`src/rtl/fpt_pkg.sv`:
```
// ---------------------------------------------------------------------------
// fpt_pkg: shared types and constants for the frame point transform
// Widths of the coordinate, product, sum and divider paths, register
// indexes and the per-stage request record.
// ---------------------------------------------------------------------------
package fpt_pkg;

    // coordinate format
    localparam int CW   = 16;           // component width
    localparam int FB   = 8;            // fraction bits
    localparam int VW   = 3 * CW;       // packed vector width
    localparam int IDXW = 2;            // register index width

    // datapath widths
    localparam int DW   = CW + 1;               // point minus origin
    localparam int PW   = DW + CW;              // one product
    localparam int SW   = PW + 2;               // sum of three products
    localparam int DENW = 2 * CW;               // squared axis length
    localparam int D2W  = DENW + 1;             // doubled divisor
    localparam int RW   = SW + FB + 2;          // dividend / remainder
    localparam int QB   = CW + 1;               // quotient bits
    localparam int DSW  = D2W + QB - 1;         // shifted divisor
    localparam int XW   = ((RW > DSW) ? RW : DSW) + 1;  // compare width
    localparam int HALF = (FB > 0) ? (1 << (FB - 1)) : 0;

    // register indexes
    localparam logic [IDXW-1:0] REG_AXIS_X = 2'd0;
    localparam logic [IDXW-1:0] REG_AXIS_Y = 2'd1;
    localparam logic [IDXW-1:0] REG_AXIS_Z = 2'd2;
    localparam logic [IDXW-1:0] REG_ORIGIN = 2'd3;

    // direction codes
    localparam logic CMD_TO_WORLD = 1'b0;
    localparam logic CMD_TO_LOCAL = 1'b1;

    typedef logic signed [CW-1:0] coord_t;

    localparam coord_t MAXV = {1'b0, {(CW-1){1'b1}}};
    localparam coord_t MINV = {1'b1, {(CW-1){1'b0}}};

    // one divider lane
    typedef struct packed {
        logic            zero;
        logic            neg;
        logic            ovf;
        logic [QB-1:0]   quo;
        logic [RW-1:0]   rem;
        logic [DSW-1:0]  dsh;
    } lane_t;

    // request record carried down the pipeline
    typedef struct packed {
        logic             cmd;
        lane_t [2:0]      lane;
        coord_t [2:0]     fq;
        logic             fsat;
    } stage_t;

    // component i of a packed vector
    function automatic coord_t comp(input logic [VW-1:0] v, input int i);
        comp = v[i*CW +: CW];
    endfunction

endpackage

```
`src/rtl/fpt_div_stage.sv`:
```
// ---------------------------------------------------------------------------
// fpt_div_stage: one restoring divide step on all three lanes
// Compares the remainder with the aligned divisor, subtracts, shifts one
// quotient bit in and moves the divisor down a place.
// ---------------------------------------------------------------------------
module fpt_div_stage
    import fpt_pkg::*;
(
    input  logic   clk,
    input  logic   rst_n,
    input  logic   en,
    input  logic   vld_i,
    input  stage_t stg_i,
    output logic   vld_o,
    output stage_t stg_o
);

    logic          vld_reg;
    stage_t        stg_reg;
    stage_t        stg_next;
    logic [XW-1:0] r_ext [3];
    logic [XW-1:0] s_ext [3];
    logic [XW-1:0] diff  [3];
    logic [2:0]    ge;

    // one step per lane
    always_comb
    begin
        stg_next = stg_i;
        for (int i = 0; i < 3; i++)
        begin
            r_ext[i] = XW'(stg_i.lane[i].rem);
            s_ext[i] = XW'(stg_i.lane[i].dsh);
            diff[i]  = r_ext[i] - s_ext[i];
            ge[i]    = (r_ext[i] >= s_ext[i]);
            stg_next.lane[i].rem = ge[i] ? RW'(diff[i]) : stg_i.lane[i].rem;
            stg_next.lane[i].quo = {stg_i.lane[i].quo[QB-2:0], ge[i]};
            stg_next.lane[i].dsh = stg_i.lane[i].dsh >> 1;
        end
    end

    always_ff @(posedge clk)
    begin
        if (en)
        begin
            stg_reg <= stg_next;
        end
    end

    always_ff @(posedge clk or negedge rst_n)
    begin
        if (!rst_n)
        begin
            vld_reg <= 1'b0;
        end
        else if (en)
        begin
            vld_reg <= vld_i;
        end
    end

    assign vld_o = vld_reg;
    assign stg_o = stg_reg;

endmodule
```
`config.mk`:
```
export PLATFORM = sky130hd
export DESIGN_NAME = fpt_div_stage
export DESIGN_NICKNAME = d
export VERILOG_FILES = /design/src/rtl/fpt_pkg.sv /design/src/rtl/fpt_div_stage.sv
export SDC_FILE = /design/constraint.sdc
export NUM_CORES = 1
export LEC_CHECK = 0
export ABC_AREA = 0
export BUFFER_PORTS_ARGS = -buffer_cell sky130_fd_sc_hd__buf_2
export CORE_AREA = 5 5 305 307
export CTS_CLUSTER_DIAMETER = 100
export DETAILED_ROUTE_END_ITERATION = 7
export DIE_AREA = 0 0 310 312
export HOLD_SLACK_MARGIN = 0.08
export SETUP_SLACK_MARGIN = 0.4
export SYNTH_ARGS = -nofsm -noshare
export SYNTH_HDL_FRONTEND = slang
export SYNTH_SLANG_ARGS = --single-unit
export TNS_END_PERCENT = 20
```
`constraint.sdc`:
```
create_clock -name clk -period 2.15 [get_ports clk]
set_input_delay 0.215 -clock clk [delete_from_list [all_inputs] [get_ports clk]]
set_output_delay 0.215 -clock clk [all_outputs]
set_load 0.01 [all_outputs]
```
# After elaboration in Yosys (flattened, before gate mapping)
# Cells that the tools add are included.
dict set report word_totals {
  reg_bits 390
  inputBits 396
  output_inout_bits 393
  wordCells 33
}
dict set report op_classes {
  n_addsub 3
  n_lt_le_gt_ge 3
  n_mux 3
}
# operator count
set ops {}
lappend ops {{$ge 45x49->1} 3}
lappend ops {{$mux 45} 3}
lappend ops {{$sub 45x45->45} 3}

# Depth between registers and ports, before layout
# Gate-level depths: netlist of run 1.
dict set report logic_depth {
  ltp_word 2
  ltp_mapped 14
  mapped_depth_nobuf 12
}

# Worst setup path before layout of run 1
# OpenSTA, ideal clock, no wires.
dict set report synth_timing {
  path_type {input port to flip-flop}
  startpoint {input port stg_i[299] (netlist name)}
  endpoint {register stg_reg, in the netlist stg_o[365], data pin}
  t_arrival_ns 2.535
  slack_ns -0.640
  cell_stages 12
  path_cell_list {inv_1 ha_1 buf_6 a21oi_4 o21ai_2 or4_4 a311oi_2 nor2_1 a21oi_2 o22ai_2 a311o_1 a31o_1}
}
# element line
set synth_rtl {}
lappend synth_rtl {{start: declaration} fpt_div_stage.sv:13} ;# input stage_t stg_i,
lappend synth_rtl {{end signal: assignment} fpt_div_stage.sv:46} ;# stg_reg <= stg_next;
lappend synth_rtl {{end: declaration} fpt_div_stage.sv:19} ;# stage_t stg_reg;

==> results of run 1 <==
## report_power, final
part           internal, W  leakage (nW)  switching, W  total, W
Sequential         0.00907          3.82      0.000176   0.00924
Combinational      0.00390          13.2       0.00384   0.00774
Clock              0.00525         0.825       0.00365   0.00889
## metrics by stage
| step | setup TNS [ps] | setup WS, ps | power (W) | hold slack (ps) | cell area, µm² |
|---|---|---|---|---|---|
| after floorplan | -39310 | -469 | 0.0123 | -80.6 | 22900 |
| after global placement | -102420 | -1060 | 0.0155 | -9.49 | 31800 |
| after detailed placement | -103710 | -1090 | 0.0155 | -9.07 | 31800 |
| after CTS | -159 | -89.5 | 0.0256 | -278 | 39400 |
| after global routing | -12300 | -235 | 0.0270 | -120 | 40800 |
| final | -8960 | -195 | 0.0259 | -88.7 | 40800 |
## kinds of logic (layout without fill, tap and decap cells)
| logic type | Yosys count | after routing |
|---|---|---|
| other cells | 1 | 19 |
| mux | 43 | 43 |
| buf+inv | 251 | 2040 |
| xor+xnor | 114 | 114 |
| simple gates | 471 | 471 |
| fa+ha+maj | 138 | 138 |
| flops | 390 | 390 |
| compound gates | 561 | 561 |
## sequential cells by signal (all words and copies together) (netlist names)
| name | flops |
|---|---|
| stg_o | 389 |
| vld_o | 1 |
## synthesized netlist by cell type, types with 7 or more instances
cell,n
sky130_fd_sc_hd__or3_1,7
sky130_fd_sc_hd__nor2_1,81
sky130_fd_sc_hd__buf_2,21
sky130_fd_sc_hd__nand2b_1,22
sky130_fd_sc_hd__nand3_1,34
sky130_fd_sc_hd__o31ai_1,10
sky130_fd_sc_hd__a211o_1,7
sky130_fd_sc_hd__a21oi_1,158
sky130_fd_sc_hd__xnor2_1,71
sky130_fd_sc_hd__o2111ai_1,9
sky130_fd_sc_hd__nand2_1,200
sky130_fd_sc_hd__o21ai_1,55
sky130_fd_sc_hd__edfxtp_1,389
sky130_fd_sc_hd__inv_1,172
sky130_fd_sc_hd__mux2_2,32
sky130_fd_sc_hd__a21o_1,60
sky130_fd_sc_hd__nor3_1,25
sky130_fd_sc_hd__o21bai_1,23
sky130_fd_sc_hd__o211ai_1,12
sky130_fd_sc_hd__ha_1,135
sky130_fd_sc_hd__a31oi_1,16
sky130_fd_sc_hd__o21ai_0,120
sky130_fd_sc_hd__xor2_1,43
sky130_fd_sc_hd__o21a_1,13
sky130_fd_sc_hd__nand4_1,36
sky130_fd_sc_hd__clkbuf_1,50
sky130_fd_sc_hd__and3_1,18
sky130_fd_sc_hd__nor2b_1,14
sky130_fd_sc_hd__a211oi_1,8
## worst max-delay path by stage
| stage | from | slack [ps] | depth (start not counted) | to |
|---|---|---|---|---|
| global route | stg_i[295] | -230 | 16 | stg_o[369] |
| CTS | stg_i[299] | -90 | 12 | stg_o[365] |
| finish | stg_i[295] | -200 | 15 | stg_o[354] |
| floorplan | stg_i[348] | -470 | 11 | stg_o[365] |
| detailed placement | stg_i[291] | -1090 | 12 | stg_o[365] |
| global placement | stg_i[291] | -1060 | 12 | stg_o[365] |
## routing by layer
layer	wire [µm]	vias up	track usage	share of wire
li1	-	10800	-	-
met3	9270	209	0.0635	0.093
met2	48300	930	0.324	0.49
met1	37700	11000	0.214	0.38
met5	70	-	0	0.00070
met4	4180	14	0.0739	0.042
## timing repair
| action | CTS | global route |
|---|---|---|
| gates cloned | 4 | 8 |
| hold endpoints to repair | 408 | 3 |
| hold buffers | 389 | 1 |
| endpoints found under the setup margin | 138 | 138 |
| gates resized for setup | 363 | 241 |
| setup buffers | 42 | 19 |
| pin swaps | 161 | 126 |
## area by class of cell
cell class / count / area, µm² / area share
diodes: 16 / 40.0 / 0.000981
clock buffers: 59 / 1310 / 0.0320
clock inverters: 35 / 418 / 0.0102
inverters: 173 / 762 / 0.0187
multi-input cells: 1330 / 11900 / 0.291
flip-flops and latches: 390 / 11700 / 0.287
well taps: 1176 / 1470 / 0.0360
repair buffers: 1773 / 13300 / 0.325
==> results.txt, run 1 <==
- Across every metal layer, demand over resource in global routing totals 0.188.
- Arr. time, crit path: 2730 ps
- Maximum cell stage delay along the critical path: 390 ps
- The cell area that synthesis handed to floorplanning was 21700 µm².
- Post-synth top area cell: sky130_fd_sc_hd__edfxtp_1
- STA classifies the critical path endpoint as a flip-flop.
* Startpoint of the tightest hold check path: stg_i[212]
- Setup repair after global routing could not meet its margin everywhere.
- Largest net degree at the start of global routing: 65
- Critical path cell sequence: buf_8 > inv_4 > ha_4 > a21oi_4 > buf_6 > o21ai_4 > a2111oi_4 > buf_4 > o2111ai_4 > o21ai_4 > o21ai_4 > buf_12 > clkbuf_16 > nor2b_4 > a211o_1
- Slack of the worst reg-to-reg path: 1420 ps
* Proportion of synthesized chip area in sequential cells: 0.540
* Buffers and inverters on the worst path: 6
- Across the run, the number of max-cap violations was 0.
- Outcome: finished with violations
- Number of antenna violations at the first check in global routing: 30
* Total power density per cell area: 634 nW/µm²
* Top library cells by usage in the layout, fill and taps aside: sky130_fd_sc_hd__buf_2, sky130_fd_sc_hd__buf_4, sky130_fd_sc_hd__dlygate4sd3_1
- Arithmetic-cell share of the synthesized area counting full adders, half adders and majority gates: 0.0807
- The endpoint identified for the worst register-to-register timing path is vld_o.
- The most used flip-flop cell after synthesis is sky130_fd_sc_hd__edfxtp_1.
* Filler instances: 8153
- Using the TritonRoute via totals, the vias-per-cell ratio works out to 4.63.
- Worst rel slew slack: 0.623
* Pins Over Slew Limit: 0
- The kind of cell with the highest combined delay along the critical path is compound AO/OA/AOI/OAI gates.
- Via count of the first global-routing pass: 23300
* Remaining antenna violation count: 0
- TritonCTS clock tree: yes
- Placer's final routability congestion estimate: 0.930
- For the pin with the worst max-slew slack, the measured transition is 559 ps.
* Number of cells in the design after placement: 4379
- In this run the core area contains 110 standard-cell rows.
* Starting DRT DRC Count: 1555
- Vertical extent of the die: 312 µm
* Distinct cells, synth: 80
- DRC violations left: 0
* Share of post-route cells with drive strength above 1: 0.513
- The first TritonRoute pass finished after 7 iterations.
- Min cycle time layout: 2350 ps
* Crit Path Max Fanout: 19
- After synthesis, the cell types taking the most area are sky130_fd_sc_hd__edfxtp_1, sky130_fd_sc_hd__ha_1, sky130_fd_sc_hd__a21oi_1.
- After synthesis the netlist holds a flip-flop and latch count of 390.
* Area overhead of the layout relative to synthesis: 88.4%
- Type of the setup path with the least slack: input port to flip-flop
- Core footprint: 89700 µm²
* Worst hold path cell count: 3
- TritonCTS Sinks: 390
- Max VDD drop: 602 µV
- Multiplexer fraction of the synthesized cell area: 0.0221
- Cell leakage power: 17.9 nW
- Yosys top cell area share: 0.539
- Half-perimeter wire length after detailed placement: 73.3 mm
* CTS HTree Levels: 2
- The finished layout holds 4952 standard cells, fillers aside.
* Most frequent standard cell in the layout excluding fill and tap cells: sky130_fd_sc_hd__buf_2
- Detail-routed net length per standard cell: 20.1 µm
- The startpoint identified for the worst register-to-register timing path is vld_o.
- EDFF count, synth: 389
* First-pass GRT wire length: 140 mm
* Peak Freq: 426 MHz
- Once layout is complete, the utilization of the core stands at 0.455.
- Final period utilization: 1.09
- At the later pin of the worst-skew pair, clock insertion delay measures 620 ps.
- Total Routed Length: 99.5 mm
* Final worst clock skew: 0 ps
- Cell repeated most along the worst path: sky130_fd_sc_hd__o21ai_4
- Xor and xnor fraction of the mapped netlist area: 0.0461
- The complex-gate fraction of the synthesized area was 0.163.
- Setup violations remaining at the end of the flow were counted as 88.
- The count of endpoints failing hold in the final timing report was 2.
- Violations in the final reports: negative hold slack, negative setup slack
- Die boundary width: 310 µm
* Number of instances in the synthesized netlist: 1969
- The path with the worst hold slack has its endpoint at stg_o[212].
* Worst Setup Slack, final: -195 ps
- Final hold slack: -88.7 ps
* Number of top-level design ports: 789
- Input and output buffers added on the ports amount to 782.
- Standard cell with the maximum stage delay on the critical path: sky130_fd_sc_hd__a2111oi_4
* Type of origin of the critical path: input port
- Fraction of registers with async set/reset: 0.00256
- After clock tree synthesis, the clock-pin slew on the worst setup and hold paths is 60 ps.
* Synthesized-area fraction occupied by and/or/nand/nor cells: 0.102
- Main combinational cell family by area after synthesis: compound AO/OA/AOI/OAI gates
- Measured in cells, the most critical reg-to-reg path has a length of 1.
- Critical path data required time: 2530 ps
* Num CTS Buffers: 51
- CTS placed an instance of sky130_fd_sc_hd__clkbuf_16 at the clock tree root.
- The worst hold path belongs to the class input port to flip-flop.
- Buffers from clock root to sink, at most: 3
- Initial core utilization: 0.241
* Count of yosys warnings during synthesis: 0
- Sum of overflow across all layers after global routing: 0
- Mean post-synth cell area: 11.0 µm²
* Post-layout net count: 4253
- Vias: 22900
- The floorplan step defined a die boundary enclosing 96700 µm².
Power figures use the tool's default switching activity.
==> run 2, diff against run 1 <==
--- a/config.mk
+++ b/config.mk
@@ -7,11 +7,12 @@
 export LEC_CHECK = 0
 export ABC_AREA = 0
 export BUFFER_PORTS_ARGS = -buffer_cell sky130_fd_sc_hd__buf_2
-export CORE_AREA = 5 5 305 307
+export CORE_AREA = 2 2 311 313
 export CTS_CLUSTER_DIAMETER = 100
 export DETAILED_ROUTE_END_ITERATION = 7
-export DIE_AREA = 0 0 310 312
+export DIE_AREA = 0 0 313 315
 export HOLD_SLACK_MARGIN = 0.08
+export RECOVER_POWER = 50
 export SETUP_SLACK_MARGIN = 0.4
 export SYNTH_ARGS = -nofsm -noshare
 export SYNTH_HDL_FRONTEND = slang
==> results.txt, run 2 (synthesized netlist as in run 1, its figures left out) <==
- Min cycle time layout: 2250 ps (-90.4 ps)
- Number of max-capacitance violations reported: 0 (unchanged)
* Share of post-route cells with drive strength above 1: 0.499 (-0.0138)
* Top library cells by usage in the layout, fill and taps aside: sky130_fd_sc_hd__buf_2, sky130_fd_sc_hd__buf_4, sky130_fd_sc_hd__dlygate4sd3_1, sky130_fd_sc_hd__edfxtp_1, sky130_fd_sc_hd__nand2_1
- Critical path cell sequence: clkbuf_1 > inv_2 > ha_4 > and4_4 > a221oi_4 > o21ai_2 > nand3b_1 > o21ai_2 > a21o_4 > buf_6 > buf_12 > o21ai_0
- Sequential share of power: 0.359 (+0.002)
- The net switching fraction of the power is 0.297 (+0.000629).
* First-pass GRT wire length: 136 mm (-2.8%)
- Vertical extent of the die: 315 µm (+0.96%)
- Setup repair after global routing missed its margin: yes
- Filler instances: 8915 (+9.3%)
- The CTS clock-pin slew for the worst setup and hold paths was 60 ps (about the same).
- Arr. time, crit path: 2620 ps (-110 ps)
* Buffers from clock root to sink, at most: 3 (unchanged)
- Final setup fails: 74 (-16%)
- In this run the worst setup path terminates at stg_o[219].
- CTS HTree Levels: 2 (unchanged)
- The power density relative to cell area was 634 nW/µm² (about the same).
* Clock network power share: 0.343 (about the same)
- The cell that appears most often on the critical path is sky130_fd_sc_hd__o21ai_2.
- Crit Path Max Fanout: 30 (+11)
- Worst rel slew slack: 0.188 (-0.435)
- FF-to-FF End: vld_o
- Worst min-delay path class: input port to flip-flop
- The count of endpoints failing hold in the final timing report is 1 (-1).
- The die outline width is 313 µm (+0.97%).
- The slowest stage of the critical path is the sky130_fd_sc_hd__a221oi_4 cell.
- The number of rows created at floorplan came to 114 (+3.6%).
- The transition time of the tightest slew-check pin was 1220 ps (+658 ps).
- The checks that failed: negative hold slack, negative setup slack.
- Number of antenna violations at the first check in global routing: 28 (-6.7%)
- The count of input and output buffers is 782 (unchanged).
- Num CTS Buffers: 50 (-2.0%)
- Cell leakage power: 17.6 nW (-1.6%)
- The clock latency of the later-clocked register in the worst-skew pair is 620 ps (about the same).
- Critical path data required time: 2510 ps (-20 ps)
* Largest net degree at the start of global routing: 83 (+28%)
- The number of hold buffers added after cts was 389 (unchanged).
* Overall power: 0.0258 W (-0.32%)
* Via count normalized by instance count: 4.50 (-2.9%)
* DRC violations left: 0 (unchanged)
- The sum of negative setup slack is -3100 ps (+5850 ps).
- TritonCTS clock tree: yes
- Post-layout net count: 4270 (+0.40%)
- Remaining antenna violation count: 0 (unchanged)
- The flow ran to the end, but the final reports show violations.
* Type of origin of the critical path: input port
- Total Die Area: 98600 µm² (+1.9%)
- Initial core utilization: 0.226 (-0.0151)
- Max VDD drop: 572 µV (-4.9%)
- The part of the power in combinational logic came to 0.298 (about the same).
* Type of the setup path with the least slack: input port to flip-flop
- The biggest cell delay along the critical path came to 350 ps (-40 ps).
- The worst path setup slack after routing was -105 ps (+90.4 ps).
- The path depth of the worst reg2reg path was 1 (unchanged).
- The clock sink total was 390 (unchanged).
* Total global routing track utilization: 0.180 (-0.00737)
- Slack of the worst reg-to-reg path: 1410 ps (about the same)
- The final HPWL from detailed placement was 70.9 mm (-3.3%).
- Startpoint of the tightest hold check path: stg_i[212]
* Area occupied by multi-input gates: 11800 µm² (-0.94%)
* Source of the critical timing path: stg_i[194]
- The tree is rooted in a sky130_fd_sc_hd__clkbuf_16.
* Reported net switching power: 0.00766 W (-0.10%)
* Detail-routed net length per standard cell: 18.9 µm (-5.9%)
- Most frequent standard cell in the layout excluding fill and tap cells: sky130_fd_sc_hd__buf_2
- The worst setup path is captured at a flip-flop.
* Peak Freq: 444 MHz (+4.0%)
- Starting DRT DRC Count: 1252 (-19%)
- The worst register-to-register path begins at vld_o.
- The number of flip-flops under the largest register name was 389 (unchanged).
- Internal power component: 0.0181 W (-0.41%)
- Number of top-level design ports: 789 (unchanged)
- Area overhead of the layout relative to synthesis: 87.9%
- Placer's final routability congestion estimate: 0.938 (+0.89%)
* Core footprint: 95700 µm² (+6.7%)
- The via count of the first global-routing pass is 23000 (-1.2%).
* Final worst clock skew: 0 ps (unchanged)
- Total Routed Length: 95.7 mm (-3.8%)
* Pins Over Slew Limit: 0 (unchanged)
- Vias: 22800 (-0.69%)
- Final period utilization: 1.05 (-0.0421)
- The area of all sequential standard cells is 11700 µm² (unchanged).
- The total congestion overflow after global routing was 0 (unchanged).
- The iteration count of the initial detailed-routing pass is 5 (-2).
- The final hold slack is -89.6 ps (-0.857 ps).
-- run 2: changes by cell type in the layout (fill, tap and decap cells not counted), moves of 20 or more --
| cell | change |
|---|---|
| sky130_fd_sc_hd__buf_2 | -85 |
| sky130_fd_sc_hd__buf_4 | -20 |
| sky130_fd_sc_hd__clkbuf_1 | +90 |
| sky130_fd_sc_hd__clkbuf_4 | +22 |
| sky130_fd_sc_hd__inv_1 | -21 |
| sky130_fd_sc_hd__nand2_2 | +21 |
| sky130_fd_sc_hd__o21ai_1 | +36 |
| sky130_fd_sc_hd__o21ai_2 | -28 |
-- run 2: worst max-delay path: cells and delay by family --
kind                     cells  cell delay (ps)
AND/OR/NAND/NOR              2              400
AO/OA/AOI/OAI                5             1030
buffers and inverters        4              670
adder cells (fa/ha/maj)      1              260
-- run 2: worst min-delay path by stage --
stage / to / cells after the start / slack [ps]
after floorplan: vld_o / 0 / -80
after global placement: vld_o / 1 / -7
after detailed placement: vld_o / 1 / -7
after CTS: stg_o[212] / 3 / -90
after global routing: stg_o[212] / 3 / -110
final: stg_o[212] / 3 / -90
-- run 2: area by class of cell --
type / instances / share of cell area
Sequential cell: 390 / 0.288
Inverter: 173 / 0.0189
Tap cell: 1276 / 0.0392
Clock buffer: 55 / 0.0312
Clock inverter: 37 / 0.0111
Antenna cell: 14 / 0.000861
Timing Repair Buffer: 1791 / 0.322
Multi-Input combinational cell: 1330 / 0.289
-- run 2: stage by stage --
stage	util	instance area (µm²)	instances	setup WS [ps]
6_report	0.425	40700	5066	-105
4_1_cts	0.417	39900	5027	-93.7
5_1_grt	0.425	40700	5062	-141
3_5_place_dp	0.336	32200	4510	-972
2_1_floorplan	-	22900	1971	-469
3_3_place_gp	0.336	32200	4510	-937
-- run 2: repair_timing --
item	4_1_cts	5_1_grt
endpoints found under the hold margin	397	1
gates resized for setup	430	216
setup endpoints to repair	138	138
pin swaps	176	119
cloned	3	4
buffers inserted	33	21
-- run 2: power groups by stage --
stage	Combinational, W	Clock [W]	Sequential, W
floorplan	0.00255	0	0.00973
CTS	0.00737	0.00905	0.00924
global route	0.00824	0.00928	0.00930
detailed placement	0.00616	0	0.00939
global placement	0.00614	0	0.00939
finish	0.00769	0.00885	0.00926
-- run 2: layer usage --
metal / vias to the layer above / GRT usage / wire (µm)
met3: 190 / 0.0441 / 7130
met1: 10900 / 0.215 / 37600
met4: 20 / 0.0844 / 4280
met5: - / 0 / 133
met2: 866 / 0.306 / 46600
li1: 10800 / - / -
